`src/rtl/lpht_pkg.sv`:
```
// lpht_pkg: shared types and constants of the linear probing hash table
// no dependencies; imported by the top level

package lpht_pkg;

  typedef enum logic [1:0] {
    OP_INSERT = 2'd0,
    OP_LOOKUP = 2'd1,
    OP_DELETE = 2'd2,
    OP_NOP    = 2'd3
  } op_t;

  typedef enum logic [2:0] {
    ST_OK        = 3'd0,
    ST_FULL      = 3'd1,
    ST_DUP       = 3'd2,
    ST_NOT_FOUND = 3'd3,
    ST_BELOW_MIN = 3'd4
  } status_t;

  typedef enum logic [1:0] {
    S_IDLE,
    S_HASH,
    S_PROBE,
    S_FIN
  } fsm_t;

  // slot marks held in the tag memory
  localparam logic [1:0] MARK_EMPTY = 2'd0;
  localparam logic [1:0] MARK_LIVE  = 2'd1;
  localparam logic [1:0] MARK_TOMB  = 2'd2;

  // configuration register indexes
  localparam logic [1:0] REG_CAP = 2'd0;
  localparam logic [1:0] REG_MIN = 2'd1;

  localparam logic [4:0] CAP_RESET = 5'd16;
  localparam logic [4:0] MIN_RESET = 5'd0;

  localparam int KEY_W = 32;

  // record payload, one memory word per slot
  typedef struct packed {
    logic [7:0]  grade_c;
    logic [7:0]  grade_b;
    logic [7:0]  grade_a;
    logic [15:0] course_c;
    logic [15:0] course_b;
    logic [15:0] course_a;
    logic [11:0] year;
  } rec_t;

endpackage

```
`src/rtl/linear_probe_hash_table.sv`:
```
// Open-addressing hash table with linear probing and tombstones, keyed by a
// 32-bit record key. One operation (insert, lookup, delete, or a no-op) is
// in work at a time and each gives exactly one result transaction. An
// operation is accepted, then the probe walk reads the tag memory at one slot
// per cycle (up to TABLE_SIZE slots), then the write back is done and the
// result presented once the output register is free. When TABLE_SIZE is
// not a power of two the home slot comes from a reciprocal multiply done as
// a low partial product, a high partial product and the remainder, ahead
// of the walk. Refused inserts and deletes, and no-ops, skip the walk.
// The next operation is accepted while the previous result still waits on
// the output.
// Depends on lpht_pkg and lpht_ram.

module linear_probe_hash_table
  import lpht_pkg::*;
#(
  parameter int TABLE_SIZE = 16
) (
  input  logic         clk,
  input  logic         rst_n,
  // input channel
  input  logic         in_tvalid,
  output logic         in_tready,
  // record_key, entry_year, first_course, first_grade, second_course,
  // second_grade, third_course, third_grade, zero pad
  input  logic [119:0] in_tdata,
  // op
  input  logic [1:0]   in_tuser,
  // result channel
  output logic         out_tvalid,
  input  logic         out_tready,
  // slot_index, entry_total, is_full, found_year, found_course_a,
  // found_grade_a, found_course_b, found_grade_b, found_course_c,
  // found_grade_c, zero pad
  output logic [95:0]  out_tdata,
  // status
  output logic [2:0]   out_tuser,
  // configuration write channel
  input  logic         cfg_valid,
  output logic         cfg_ready,
  input  logic [1:0]   cfg_index,
  input  logic [4:0]   cfg_data
);

  localparam int IDX_W   = $clog2(TABLE_SIZE);
  localparam int CNT_W   = $clog2(TABLE_SIZE + 1);
  localparam bit IS_POW2 = (TABLE_SIZE == (1 << IDX_W));
  localparam int SLOT_XW = (IDX_W > 4) ? IDX_W : 4;
  localparam int TAG_W   = 2 + KEY_W;
  localparam int REC_W   = $bits(rec_t);

  // reciprocal of TABLE_SIZE, exact quotient for every 32-bit key
  localparam int HASH_SH = KEY_W + IDX_W;
  localparam logic [63:0] RECIP = ((64'd1 << HASH_SH) + 64'(TABLE_SIZE) - 64'd1)
                                  / 64'(TABLE_SIZE);
  localparam logic [15:0] RECIP_LO = RECIP[15:0];
  localparam logic [16:0] RECIP_HI = RECIP[32:16];
  localparam logic [IDX_W-1:0] SIZE_LO = IDX_W'(TABLE_SIZE);

  // ---------------------------------------------------------------------
  // state
  // ---------------------------------------------------------------------
  fsm_t             state_r, state_nxt;
  logic [4:0]       cap_r, cap_nxt;
  logic [4:0]       min_r, min_nxt;
  logic [4:0]       cnt_r, cnt_nxt;
  logic [TABLE_SIZE-1:0] vld_r, vld_nxt;

  op_t              op_r, op_nxt;
  logic [KEY_W-1:0] key_r, key_nxt;
  rec_t             rec_r, rec_nxt;
  logic             skip_r, skip_nxt;

  logic [65:0]      hash_acc_r, hash_acc_nxt;
  logic [1:0]       hash_step_r, hash_step_nxt;

  logic [IDX_W-1:0] pr_addr_r, pr_addr_nxt;
  logic [CNT_W-1:0] iss_cnt_r, iss_cnt_nxt;
  logic             q_vld_r, q_vld_nxt;
  logic             q_last_r, q_last_nxt;
  logic [IDX_W-1:0] q_addr_r;

  logic             hit_r, hit_nxt;
  logic [IDX_W-1:0] hit_slot_r, hit_slot_nxt;
  logic             free_seen_r, free_seen_nxt;
  logic [IDX_W-1:0] free_slot_r, free_slot_nxt;
  rec_t             found_r, found_nxt;

  logic             out_valid_r, out_valid_nxt;
  logic [95:0]      out_data_r, out_data_nxt;
  logic [2:0]       out_user_r, out_user_nxt;

  // memory ports
  logic             tag_we;
  logic [IDX_W-1:0] tag_waddr;
  logic [TAG_W-1:0] tag_wdata;
  logic [TAG_W-1:0] tag_rdata;
  logic             rec_we;
  logic [REC_W-1:0] rec_rdata;

  // ---------------------------------------------------------------------
  // combinational helpers
  // ---------------------------------------------------------------------
  logic             in_acc;
  op_t              in_op;
  logic [47:0]      hash_pp_lo;
  logic [48:0]      hash_pp_hi;
  logic [IDX_W-1:0] hash_q_lo;
  logic [IDX_W-1:0] hash_slot;
  logic             q_live, q_empty, q_key_eq;
  logic             stop_hit, stop_miss;
  logic             fin_go;
  logic             ins_ok, del_ok;
  logic [4:0]       cnt_after;
  status_t          fin_status;
  logic [IDX_W-1:0] fin_slot;
  logic [SLOT_XW-1:0] fin_slot_x;
  rec_t             fin_rec;

  assign in_acc    = in_tvalid && in_tready;
  assign in_op     = op_t'(in_tuser);
  assign in_tready = (state_r == S_IDLE);
  assign cfg_ready = 1'b1;

  // home slot = key - floor(key * RECIP >> HASH_SH) * TABLE_SIZE, low bits only
  assign hash_pp_lo = 48'(key_r) * 48'(RECIP_LO);
  assign hash_pp_hi = 49'(key_r) * 49'(RECIP_HI);
  assign hash_q_lo  = hash_acc_r[HASH_SH +: IDX_W];
  assign hash_slot  = key_r[IDX_W-1:0] - hash_q_lo * SIZE_LO;

  // slot under evaluation; a slot never written reads as empty
  assign q_live    = vld_r[q_addr_r] && (tag_rdata[TAG_W-1 -: 2] == MARK_LIVE);
  assign q_empty   = !vld_r[q_addr_r] || (tag_rdata[TAG_W-1 -: 2] == MARK_EMPTY);
  assign q_key_eq  = (tag_rdata[KEY_W-1:0] == key_r);
  assign stop_hit  = (state_r == S_PROBE) && q_vld_r && q_live && q_key_eq;
  assign stop_miss = (state_r == S_PROBE) && q_vld_r && !(q_live && q_key_eq)
                     && (q_empty || q_last_r);

  assign fin_go = (state_r == S_FIN) && (!out_valid_r || out_tready);
  assign ins_ok = (op_r == OP_INSERT) && !skip_r && !hit_r && free_seen_r;
  assign del_ok = (op_r == OP_DELETE) && !skip_r && hit_r;

  always_comb begin
    cnt_after = cnt_r;
    if (ins_ok) begin
      cnt_after = cnt_r + 5'd1;
    end else if (del_ok) begin
      cnt_after = cnt_r - 5'd1;
    end
  end

  always_comb begin
    fin_status = ST_OK;
    fin_slot   = '0;
    fin_rec    = '0;
    case (op_r)
      OP_INSERT: begin
        if (skip_r || (!hit_r && !free_seen_r)) begin
          fin_status = ST_FULL;
        end else if (hit_r) begin
          fin_status = ST_DUP;
        end else begin
          fin_slot = free_slot_r;
        end
      end
      OP_LOOKUP: begin
        if (hit_r) begin
          fin_slot = hit_slot_r;
          fin_rec  = found_r;
        end else begin
          fin_status = ST_NOT_FOUND;
        end
      end
      OP_DELETE: begin
        if (skip_r) begin
          fin_status = ST_BELOW_MIN;
        end else if (hit_r) begin
          fin_slot = hit_slot_r;
        end else begin
          fin_status = ST_NOT_FOUND;
        end
      end
      default: ;
    endcase
  end

  assign fin_slot_x = SLOT_XW'(fin_slot);

  // write back: insert places a live record, delete leaves a tombstone
  assign tag_we    = fin_go && (ins_ok || del_ok);
  assign tag_waddr = ins_ok ? free_slot_r : hit_slot_r;
  assign tag_wdata = {(ins_ok ? MARK_LIVE : MARK_TOMB), key_r};
  assign rec_we    = fin_go && ins_ok;

  // ---------------------------------------------------------------------
  // next state
  // ---------------------------------------------------------------------
  always_comb begin
    state_nxt     = state_r;
    cap_nxt       = cap_r;
    min_nxt       = min_r;
    cnt_nxt       = cnt_r;
    vld_nxt       = vld_r;
    op_nxt        = op_r;
    key_nxt       = key_r;
    rec_nxt       = rec_r;
    skip_nxt      = skip_r;
    hash_acc_nxt  = hash_acc_r;
    hash_step_nxt = hash_step_r;
    pr_addr_nxt   = pr_addr_r;
    iss_cnt_nxt   = iss_cnt_r;
    q_vld_nxt     = 1'b0;
    q_last_nxt    = q_last_r;
    hit_nxt       = hit_r;
    hit_slot_nxt  = hit_slot_r;
    free_seen_nxt = free_seen_r;
    free_slot_nxt = free_slot_r;
    found_nxt     = found_r;
    out_valid_nxt = out_valid_r && !out_tready;
    out_data_nxt  = out_data_r;
    out_user_nxt  = out_user_r;

    if (cfg_valid && cfg_ready) begin
      case (cfg_index)
        REG_CAP: cap_nxt = cfg_data;
        REG_MIN: min_nxt = cfg_data;
        default: ;
      endcase
    end

    case (state_r)
      S_IDLE: begin
        if (in_acc) begin
          op_nxt        = in_op;
          key_nxt       = in_tdata[31:0];
          rec_nxt.year     = in_tdata[43:32];
          rec_nxt.course_a = in_tdata[59:44];
          rec_nxt.grade_a  = in_tdata[67:60];
          rec_nxt.course_b = in_tdata[83:68];
          rec_nxt.grade_b  = in_tdata[91:84];
          rec_nxt.course_c = in_tdata[107:92];
          rec_nxt.grade_c  = in_tdata[115:108];
          hit_nxt       = 1'b0;
          free_seen_nxt = 1'b0;
          skip_nxt      = ((in_op == OP_INSERT) && (cnt_r >= cap_r))
                       || ((in_op == OP_DELETE) && (cnt_r <= min_r))
                       || (in_op == OP_NOP);
          hash_step_nxt = '0;
          pr_addr_nxt   = in_tdata[IDX_W-1:0];
          iss_cnt_nxt   = '0;
          if (skip_nxt) begin
            state_nxt = S_FIN;
          end else if (IS_POW2) begin
            state_nxt = S_PROBE;
          end else begin
            state_nxt = S_HASH;
          end
        end
      end

      S_HASH: begin
        // low partial product, then high partial product, then the remainder
        hash_step_nxt = hash_step_r + 2'd1;
        case (hash_step_r)
          2'd0: hash_acc_nxt = 66'(hash_pp_lo);
          2'd1: hash_acc_nxt = hash_acc_r + 66'({hash_pp_hi, 16'b0});
          default: begin
            pr_addr_nxt = hash_slot;
            state_nxt   = S_PROBE;
          end
        endcase
      end

      S_PROBE: begin
        // issue one read per cycle, evaluate the read issued in the previous cycle
        if (iss_cnt_r != CNT_W'(TABLE_SIZE)) begin
          q_vld_nxt   = 1'b1;
          q_last_nxt  = (iss_cnt_r == CNT_W'(TABLE_SIZE - 1));
          iss_cnt_nxt = iss_cnt_r + CNT_W'(1);
          pr_addr_nxt = (pr_addr_r == IDX_W'(TABLE_SIZE - 1))
                        ? '0 : pr_addr_r + IDX_W'(1);
        end
        if (q_vld_r) begin
          // first non-live slot on the path is where an insert lands
          if (!q_live && !free_seen_r) begin
            free_seen_nxt = 1'b1;
            free_slot_nxt = q_addr_r;
          end
          if (stop_hit) begin
            hit_nxt      = 1'b1;
            hit_slot_nxt = q_addr_r;
            found_nxt    = rec_t'(rec_rdata);
            state_nxt    = S_FIN;
          end else if (stop_miss) begin
            state_nxt = S_FIN;
          end
        end
      end

      S_FIN: begin
        if (fin_go) begin
          out_valid_nxt = 1'b1;
          out_user_nxt  = fin_status;
          out_data_nxt  = {2'b00,
                           fin_rec.grade_c, fin_rec.course_c,
                           fin_rec.grade_b, fin_rec.course_b,
                           fin_rec.grade_a, fin_rec.course_a,
                           fin_rec.year,
                           (cnt_after >= cap_r), cnt_after,
                           fin_slot_x[3:0]};
          cnt_nxt = cnt_after;
          if (tag_we) begin
            vld_nxt[tag_waddr] = 1'b1;
          end
          state_nxt = S_IDLE;
        end
      end

      default: state_nxt = S_IDLE;
    endcase
  end

  // ---------------------------------------------------------------------
  // registers
  // ---------------------------------------------------------------------
  always_ff @(posedge clk) begin
    if (!rst_n) begin
      state_r     <= S_IDLE;
      cap_r       <= CAP_RESET;
      min_r       <= MIN_RESET;
      cnt_r       <= '0;
      vld_r       <= '0;
      q_vld_r     <= 1'b0;
      out_valid_r <= 1'b0;
    end else begin
      state_r     <= state_nxt;
      cap_r       <= cap_nxt;
      min_r       <= min_nxt;
      cnt_r       <= cnt_nxt;
      vld_r       <= vld_nxt;
      q_vld_r     <= q_vld_nxt;
      out_valid_r <= out_valid_nxt;
    end
  end

  always_ff @(posedge clk) begin
    op_r        <= op_nxt;
    key_r       <= key_nxt;
    rec_r       <= rec_nxt;
    skip_r      <= skip_nxt;
    hash_acc_r  <= hash_acc_nxt;
    hash_step_r <= hash_step_nxt;
    pr_addr_r   <= pr_addr_nxt;
    iss_cnt_r   <= iss_cnt_nxt;
    q_last_r    <= q_last_nxt;
    q_addr_r    <= pr_addr_r;
    hit_r       <= hit_nxt;
    hit_slot_r  <= hit_slot_nxt;
    free_seen_r <= free_seen_nxt;
    free_slot_r <= free_slot_nxt;
    found_r     <= found_nxt;
    out_data_r  <= out_data_nxt;
    out_user_r  <= out_user_nxt;
  end

  assign out_tvalid = out_valid_r;
  assign out_tdata  = out_data_r;
  assign out_tuser  = out_user_r;

  // ---------------------------------------------------------------------
  // memories: tag (mark and key) and record payload, same read address
  // ---------------------------------------------------------------------
  lpht_ram #(
    .WIDTH (TAG_W),
    .DEPTH (TABLE_SIZE)
  ) u_tag_ram (
    .clk   (clk),
    .we    (tag_we),
    .waddr (tag_waddr),
    .wdata (tag_wdata),
    .raddr (pr_addr_r),
    .rdata (tag_rdata)
  );

  lpht_ram #(
    .WIDTH (REC_W),
    .DEPTH (TABLE_SIZE)
  ) u_rec_ram (
    .clk   (clk),
    .we    (rec_we),
    .waddr (free_slot_r),
    .wdata (rec_r),
    .raddr (pr_addr_r),
    .rdata (rec_rdata)
  );

  // ---------------------------------------------------------------------
  // assertions
  // ---------------------------------------------------------------------
  a_mem_write_at_fin: assert property (@(posedge clk) disable iff (!rst_n)
    (tag_we || rec_we) |-> (state_r == S_FIN))
    else $error("memory written outside write-back");

  a_accept_leaves_idle: assert property (@(posedge clk) disable iff (!rst_n)
    in_acc |=> (state_r != S_IDLE))
    else $error("accepted transaction did not start");

  a_count_step: assert property (@(posedge clk) disable iff (!rst_n)
    ##1 ((cnt_r == $past(cnt_r)) || (cnt_r == $past(cnt_r) + 5'd1)
         || (cnt_r == $past(cnt_r) - 5'd1)))
    else $error("live count moved by more than one");

  a_count_bound: assert property (@(posedge clk) disable iff (!rst_n)
    int'(cnt_r) <= TABLE_SIZE)
    else $error("live count exceeds table size");

  a_insert_free_slot: assert property (@(posedge clk) disable iff (!rst_n)
    rec_we |-> (!vld_r[free_slot_r] || !hit_r))
    else $error("insert write back onto a matching live slot");

endmodule

```
`src/rtl/lpht_ram.sv`:
```
// lpht_ram: generic single write port, single read port memory
// registered read; no dependencies

module lpht_ram #(
  parameter int WIDTH = 32,
  parameter int DEPTH = 16
) (
  input  logic                     clk,
  input  logic                     we,
  input  logic [$clog2(DEPTH)-1:0] waddr,
  input  logic [WIDTH-1:0]         wdata,
  input  logic [$clog2(DEPTH)-1:0] raddr,
  output logic [WIDTH-1:0]         rdata
);

  logic [WIDTH-1:0] mem [DEPTH];

  always_ff @(posedge clk) begin
    if (we) begin
      mem[waddr] <= wdata;
    end
    rdata <= mem[raddr];
  end

endmodule
```
`config.mk`:
```
export PLATFORM = sky130hd
export DESIGN_NAME = linear_probe_hash_table
export DESIGN_NICKNAME = d
export VERILOG_FILES = /design/src/rtl/lpht_pkg.sv /design/src/rtl/linear_probe_hash_table.sv /design/src/rtl/lpht_ram.sv
export SDC_FILE = /design/constraint.sdc
export NUM_CORES = 2
export LEC_CHECK = 0
export BUFFER_PORTS_ARGS = -buffer_cell sky130_fd_sc_hd__buf_4
export CORE_MARGIN = 2
export CORE_UTILIZATION = 45
export CTS_BUF_LIST = sky130_fd_sc_hd__clkbuf_4
export CTS_CLUSTER_DIAMETER = 40
export DETAILED_ROUTE_END_ITERATION = 10
export PLACE_DENSITY = 0.62
export REMOVE_ABC_BUFFERS = 1
export SETUP_SLACK_MARGIN = 0.4
export SYNTH_ARGS = -nofsm -noshare
export SYNTH_HDL_FRONTEND = slang
export SYNTH_HIERARCHICAL = 1
export SYNTH_SLANG_ARGS = --single-unit
```
`constraint.sdc`:
```
create_clock -name clk -period 15.4 [get_ports clk]
set_input_delay 1.54 -clock clk [delete_from_list [all_inputs] [get_ports clk]]
set_output_delay 1.54 -clock clk [all_outputs]
set_load 0.02 [all_outputs]
```
Yosys cells after proc, flatten, opt, wreduce, memory -nomap -nowiden
Memories as Yosys holds them, arrays and structs flattened. A register that Yosys moved wholly into a read port is not among the register bits.
Index checks and enable logic that the tools add are counted.
{"block": "op_classes", "n_addsub": 5, "n_lt_le_gt_ge": 6, "n_eq_ne": 22, "mux": 50, "bitwise": 1, "reduce_logical": 63}
{"operator": "$mux W4", "count": 9}
{"operator": "$eq A32 B32 Y1", "count": 1}
{"operator": "$pmux W4 S3", "count": 2}
{"operator": "$logic_and A1 B1 Y1", "count": 22}
{"operator": "$mux W2", "count": 11}
{"operator": "$mux W5", "count": 4}
{"operator": "$or A16 B16 Y16", "count": 1}
{"operator": "$reduce_and A2 Y1", "count": 8}
{"operator": "$mux W1", "count": 15}
{"operator": "$logic_not A2 Y1", "count": 6}
{"operator": "$reduce_and A3 Y1", "count": 4}
{"operator": "$reduce_and A4 Y1", "count": 3}
{"operator": "$add A5 B1 Y5 const B", "count": 2}
{"operator": "$eq A2 B1 Y1 const B", "count": 5}
{"operator": "$eq A2 B2 Y1 const B", "count": 5}
{"operator": "$ge A5 B5 Y1", "count": 2}
{"operator": "$lt A4 B5 Y1 const B", "count": 2}
{"operator": "$pmux W5 S2", "count": 1}
{"operator": "$pmux W3 S3", "count": 1}
{"operator": "$logic_not A1 Y1", "count": 8}
{"operator": "$ne A2 B2 Y1 const B", "count": 4}
{"operator": "$pmux W2 S4", "count": 1}
{"operator": "$logic_or A1 B1 Y1", "count": 7}
{"operator": "$ne A2 B1 Y1 const B", "count": 3}
{"operator": "18 further kinds", "count": 20}
{"block": "word_totals", "reg_bits": 361, "mem_bits_rw": 1888, "out_inout_bits": 102, "word_cells": 185, "n_memories": 2}
{"memory": "u_rec_ram.mem", "depth": 16, "word_bits": 84, "read_ports": 1, "rd_ports_with_merged_regs": 1, "wr": 1, "line": "lpht_ram.sv:16", "text": "logic [WIDTH-1:0] mem [DEPTH];"}
{"memory": "u_tag_ram.mem", "depth": 16, "word_bits": 34, "read_ports": 1, "rd_ports_with_merged_regs": 1, "wr": 1, "line": "lpht_ram.sv:16"}

Longest topological paths before layout
{"block": "logic_depth", "ltp_word": 11, "ltp_mapped": 14}

Modules after synthesis
Netlist, hierarchy kept.
{"mod": "lpht_ram at u_rec_ram", "n_inst": 1, "cells_per_inst": 2154, "area_each_um2": 52052.4}
{"mod": "lpht_ram at u_tag_ram", "n_inst": 1, "cells_per_inst": 888, "area_each_um2": 21076.5}
{"mod": "linear_probe_hash_table", "n_inst": 1, "cells_per_inst": 806, "area_each_um2": 13487.9}

Least setup slack after synthesis
Ideal clock, no wire load.
{"block": "synth_timing", "kind": "input port to flip-flop", "start": "input port out_tready", "end": "memory u_rec_ram/mem[0][0] in the netlist's numbering (enable)", "setup_ns": 0.629, "arrival_ns": 8.271, "path_slack_ns": 6.499, "stages": 6, "cell_sequence": "nor2b_1 -> nand2b_1 -> clkbuf_1 -> nor2_1 -> or3b_2 -> nor3_1"}
{"block": "synth_via", "elab_chain_len": 5}
{"element": "start: declaration", "line": "linear_probe_hash_table.sv:31", "text": "input logic out_tready,"}
{"element": "$logic_or A1 B1 Y1", "line": "linear_probe_hash_table.sv:139", "text": "assign fin_go = (state_r == S_FIN) && (!out_valid_r || out_tready);"}
{"element": "$logic_and A1 B1 Y1", "line": "linear_probe_hash_table.sv:139"}
{"element": "$logic_and A1 B1 Y1", "line": "linear_probe_hash_table.sv:193", "text": "assign rec_we = fin_go && ins_ok;"}
{"element": "net rec_we", "line": "linear_probe_hash_table.sv:98", "text": "logic rec_we;"}
{"element": "$mux W1", "line": "lpht_ram.sv:19", "text": "if (we) begin"}
{"element": "$mux W1 (implied by the code)", "line": "lpht_ram.sv:20", "text": "mem[waddr] <= wdata;"}
{"element": "end: declaration", "line": "lpht_ram.sv:16"}
The timed path passes the listed nets, and every way through them passes these cells.

Final worst setup path
{"block": "layout_timing", "start": "register op_r[1]", "end": "memory u_tag_ram/mem[6][2] in the netlist's numbering (enable)"}
{"block": "layout_via", "word_cells_on_any_way": 12, "cone_classes": "eq/ne: 1; mux: 3; reduce/logical: 8"}
{"element": "start: declaration", "line": "linear_probe_hash_table.sv:69", "text": "op_t op_r, op_nxt;"}
{"element": "start signal: assignment", "line": "linear_probe_hash_table.sv:347", "text": "op_r <= op_nxt;"}
{"element": "$logic_not A2 Y1", "line": "linear_probe_hash_table.sv:140", "text": "assign ins_ok = (op_r == OP_INSERT) && !skip_r && !hit_r && free_seen_r;"}
{"element": "$logic_and A1 B1 Y1 (3 in a row)", "line": "linear_probe_hash_table.sv:140"}
{"element": "$mux W4", "line": "linear_probe_hash_table.sv:191", "text": "assign tag_waddr = ins_ok ? free_slot_r : hit_slot_r;"}
{"element": "net tag_waddr[0]", "line": "linear_probe_hash_table.sv:95", "text": "logic [IDX_W-1:0] tag_waddr;"}
{"element": "end: declaration", "line": "lpht_ram.sv:16"}
The timed path passes the listed nets, and every way through them passes these cells.

==> reports/qor_table.md <==
| Metric | Reported | Unit |
|---|---|---|
| Sequential Power Share | 47.9 | % |
| Number of buffers added by the clock tree synthesis step | 622 | - |
| DR WL/cell | 25.1 | um |
| Count of maximum capacitance violations | 0 | - |
| Io pins | 236 | - |
| Clock sink total | 2367 | - |
| Count of input and output buffers | 228 | - |
| Worst max-slew margin expressed relative to the limit | 17.3 | % |
| Area used by multi-input combinational logic | 0.0164 | mm^2 |
| Storage element area | 0.0695 | mm^2 |
| Die Wd | 443 | um |
| H-tree depth | 6 | - |
| Startpoint types | flip-flop | - |
| Synth area leaders | edfxtp_1 (77%), mux4_2 (12%), dfxtp_1 (3.6%) | - |
| Vias in the first global route | 44262 | - |
| Overall power of the completed layout | 16.9 | mW |
| Post-Route WL | 191 | mm |
| Filler instances | 15434 | - |
| Number of setup violations in the final report | 0 | - |
| Final Hold Fails | 0 | - |
| Number of vias after detailed routing | 41332 | - |
| Initial antenna violation count | 6 | - |
| IR drop worst, VDD | 169 | uV |
| Leftover overflow at the end of global routing | 0 | - |
| DRC | 0 | - |
| Cell types with the highest counts after synthesis | edfxtp_1 (2210), mux4_2 (472), a22oi_1 (200), dfxtp_1 (157), nand2_1 (142) | - |
| Clock skew after layout | 0.143 | ns |
| Antenna-violating nets left | 0 | - |
| Most common cell type on the critical path | inv_2 | - |
| Kind of cell with the highest combined delay on the critical path | simple AND/OR/NAND/NOR gates | - |
| Final hold slack | 0.353 | ns |
| Unique masters post-synth | 69 | - |
| Post-DR vias/cell | 5.43 | - |
| Part of the total power dissipated in the clock network | 31.9 | % |
| Data arrival at the endpoint of the critical path | 5.49 | ns |
| Syn avg cell area | 22.5 | um^2 |
| Run status | completed | - |
| Buf+Inv Stages, Crit Path | 3 | - |
| Number of enable flip-flop cells after synthesis | 2210 | - |
| Leakage Power | 33.0 | nW |
| Final cell utilization of the core | 51.9 | % |
| Cell type with the largest total area after synthesis | edfxtp_1 | - |
| Post-synthesis sequential element count | 2367 | - |
| Critical path endpoint category | flip-flop | - |
| Most frequently used flop master after synthesis | edfxtp_1 | - |
| Clock root buffer | clkbuf_4 | - |
| Warning count from the yosys run | 6 | - |
| Part of the Yosys area used for sequential elements | 80.2 | % |
| Share of flip-flops with an asynchronous set or reset after synthesis | 0 | % |
| Wire length of the first global-routing pass | 280 | mm |
| Switching power as a share of total power | 27.7 | % |
| Pin count of the biggest net entering global routing | 144 | - |
| Power per cell area | 170 | mW/mm^2 |
| Final weighted congestion of routability-driven global placement | 0.735 | - |
| Kind of path behind the tightest hold check | input port to flip-flop | - |
| Starting density of the core | 45.1 | % |
| 1st-pass router iterations | 5 | - |
| Site Rows | 161 | - |
| Clock edge transition at the registers on the reported setup and hold paths | 0.07 | ns |
| Net Switching | 4.69 | mW |
| Fin. max-slew vios | 0 | - |
| Share of cells above drive strength 1 | 37.2 | % |
| CTS Hold Buffers Added | 0 | - |
| Final period utilization | 29.9 | % |
| Worst endpoint required time | 16.29 | ns |
| Worst-skew pair later-pin latency | 1.37 | ns |
| Count of cells resized by post-cts repair | 0 | - |
| Fmax | 0.217 | GHz |
| Half-perimeter wire length after placement | 92.7 | mm |
| Cell breakdown of the critical path | nor2_1 -> nand3_2 -> inv_2 -> mux2i_1 -> inv_2 -> nand2b_1 -> nor2_4 -> buf_4 | - |
| Area grow syn2layout | 15.0 | % |
| Maximum net fanout on the critical path | 31 | - |
| Shortest period the worst path allows | 4.60 | ns |
| Int Pwr | 12.2 | mW |
| Stage delay of the slowest cell on the critical path | 0.69 | ns |
| Fraction of post-synthesis cell area in the top cell type by area | 76.6 | % |
| Instance count of the mapped netlist | 3848 | - |
| Slowest cell on the critical path | nor2_4 | - |
| Comb pwr share | 20.2 | % |
| TritonCTS clock tree | built | - |
| First-iteration detailed-routing DRC count | 3175 | - |
| Actual transition at the worst max-transition pin | 1.24 | ns |
| Netlist area before placement | 0.0866 | mm^2 |
| Post-CTS Setup Repair Bufs | 0 | - |
| Worst setup path category | flip-flop to flip-flop | - |
| Core Footprint | 0.192 | mm^2 |
| Number of nets at the end of the flow | 4768 | - |
| Die outline area | 0.196 | mm^2 |
| Die Y-Extent | 443 | um |
| Deepest clock path buffer count | 4 | - |
| Cell with the most instances after synthesis | edfxtp_1 | - |
| Total routing usage reported by global routing | 19.5 | % |
| Setup repair after global routing missed its margin | no | - |
kinds of logic (layout without fill, tap and decap cells):
group                    count (synthesis)  in the layout  share of synthesized area (%)
other                                    2             15                        0.00867
multiplexers                           494            494                           12.5
AO/OA/AOI/OAI                          316            316                           2.96
flip-flops                            2367           2367                           80.2
XOR/XNOR                                41             41                          0.415
AND/OR/NAND/NOR                        390            390                           2.28
buffers and inverters                  209           1440                           1.14
adder cells (fa/ha/maj)                 29             29                          0.419
layer usage:
metal | vias to the layer above | part of all wire (%) | track usage, %
li1 | 17977 | - | -
met1 | 21758 | 40 | 24.4
met2 | 1283 | 52 | 33.6
met3 | 314 | 5.2 | 3.91
met4 | 0 | 2.5 | 7.19
met5 | - | 0 | 0
cell type report:
class / instances / area share [%]
Clock inverter: 129 / 0.662
Antenna cell: 12 / 0.0302
Clock buffer: 970 / 7.31
Timing Repair Buffer: 311 / 2.42
Inverter: 30 / 0.116
Multi-Input combinational cell: 1273 / 16.5
Tap cell: 2526 / 3.17
Sequential cell: 2367 / 69.8
final timing paths:
check | startpoint | to | slack, ns | depth (start not counted)
setup / recovery | op_r[1]$_DFFE_PP_ | u_tag_ram/mem[6][2]$_DFFE_PP_ | 10.80 | 8
hold / removal | in_tdata[35] | rec_r[3]$_DFFE_PP_ | 0.35 | 1
setup reg to reg | op_r[1]$_DFFE_PP_ | u_tag_ram/mem[6][2]$_DFFE_PP_ | 10.80 | 8
hold reg to reg | u_rec_ram/rdata[18]$_DFF_P_ | found_r[18]$_DFFE_PP_ | 0.39 | 0
per-stage QoR:
stage / std cells / setup WS (ns) / cell area [um^2] / TNS, ns
finish: 7618 / 10.80 / 99600 / 0
global route: 7616 / 10.48 / 99600 / 0
CTS: 7606 / 10.71 / 99500 / 0
detailed placement: 6507 / 10.0 / 91600 / 0
global placement: 6507 / 10.00 / 91600 / 0
floorplan: 3670 / -4.62 / 85700 / -508.78
worst register-to-register path, cell delays in order, from the launching register on:
cell and delay, ns:
edfxtp_1 0.50, nor2_1 0.24, nand3_2 0.44, inv_2 0.61, mux2i_1 0.56, inv_2 0.24, nand2b_1 0.37, nor2_4 0.70
buf_4 0.52
state kept, by name, indices dropped and copies added (netlist names), 16 cells and up:
| signal | count |
|---|---|
| out_tdata | 94 |
| found_r | 84 |
| u_tag_ram/rdata | 34 |
| key_r | 32 |
| u_rec_ram/rdata | 84 |
| rec_r | 84 |
| u_rec_ram/mem | 1344 |
| vld_r | 16 |
| u_tag_ram/mem | 544 |
placed cells by master (no fill, tap or decap), types with 11 or more instances in the layout:
cell      synthesis  final
edfxtp_1       2210   2210
and2_1           93     90
a22oi_1         200    200
inv_2             2     22
ha_1             29     29
inv_1            28     27
clkinv_2          0     14
buf_4             7    305
nor2_1           57     31
nand2_1         142    142
clkbuf_4          0    970
xnor2_1          26     26
dfxtp_1         157    157
diode_2           0     12
a22oi_2          40     40
mux4_2          472    472
nor2b_1          32     28
xor2_1           15     15
mux2i_1          17     17
o21a_1           11     11
clkinv_1          0     89
a21oi_1          19     19
nand3_1          12     12
nor2_4            0     26
power groups by stage:
stage          Clock, mW  Sequential [mW]  Combinational, mW
4_1_cts             5.57             8.11               3.50
6_report            5.40             8.11               3.41
5_1_grt             5.91             8.17               3.70
3_3_place_gp           0             8.22               3.48
3_5_place_dp           0             8.25               3.49
2_1_floorplan          0             8.53               3.67
No activity file was read; power rests on OpenSTA's default activity.
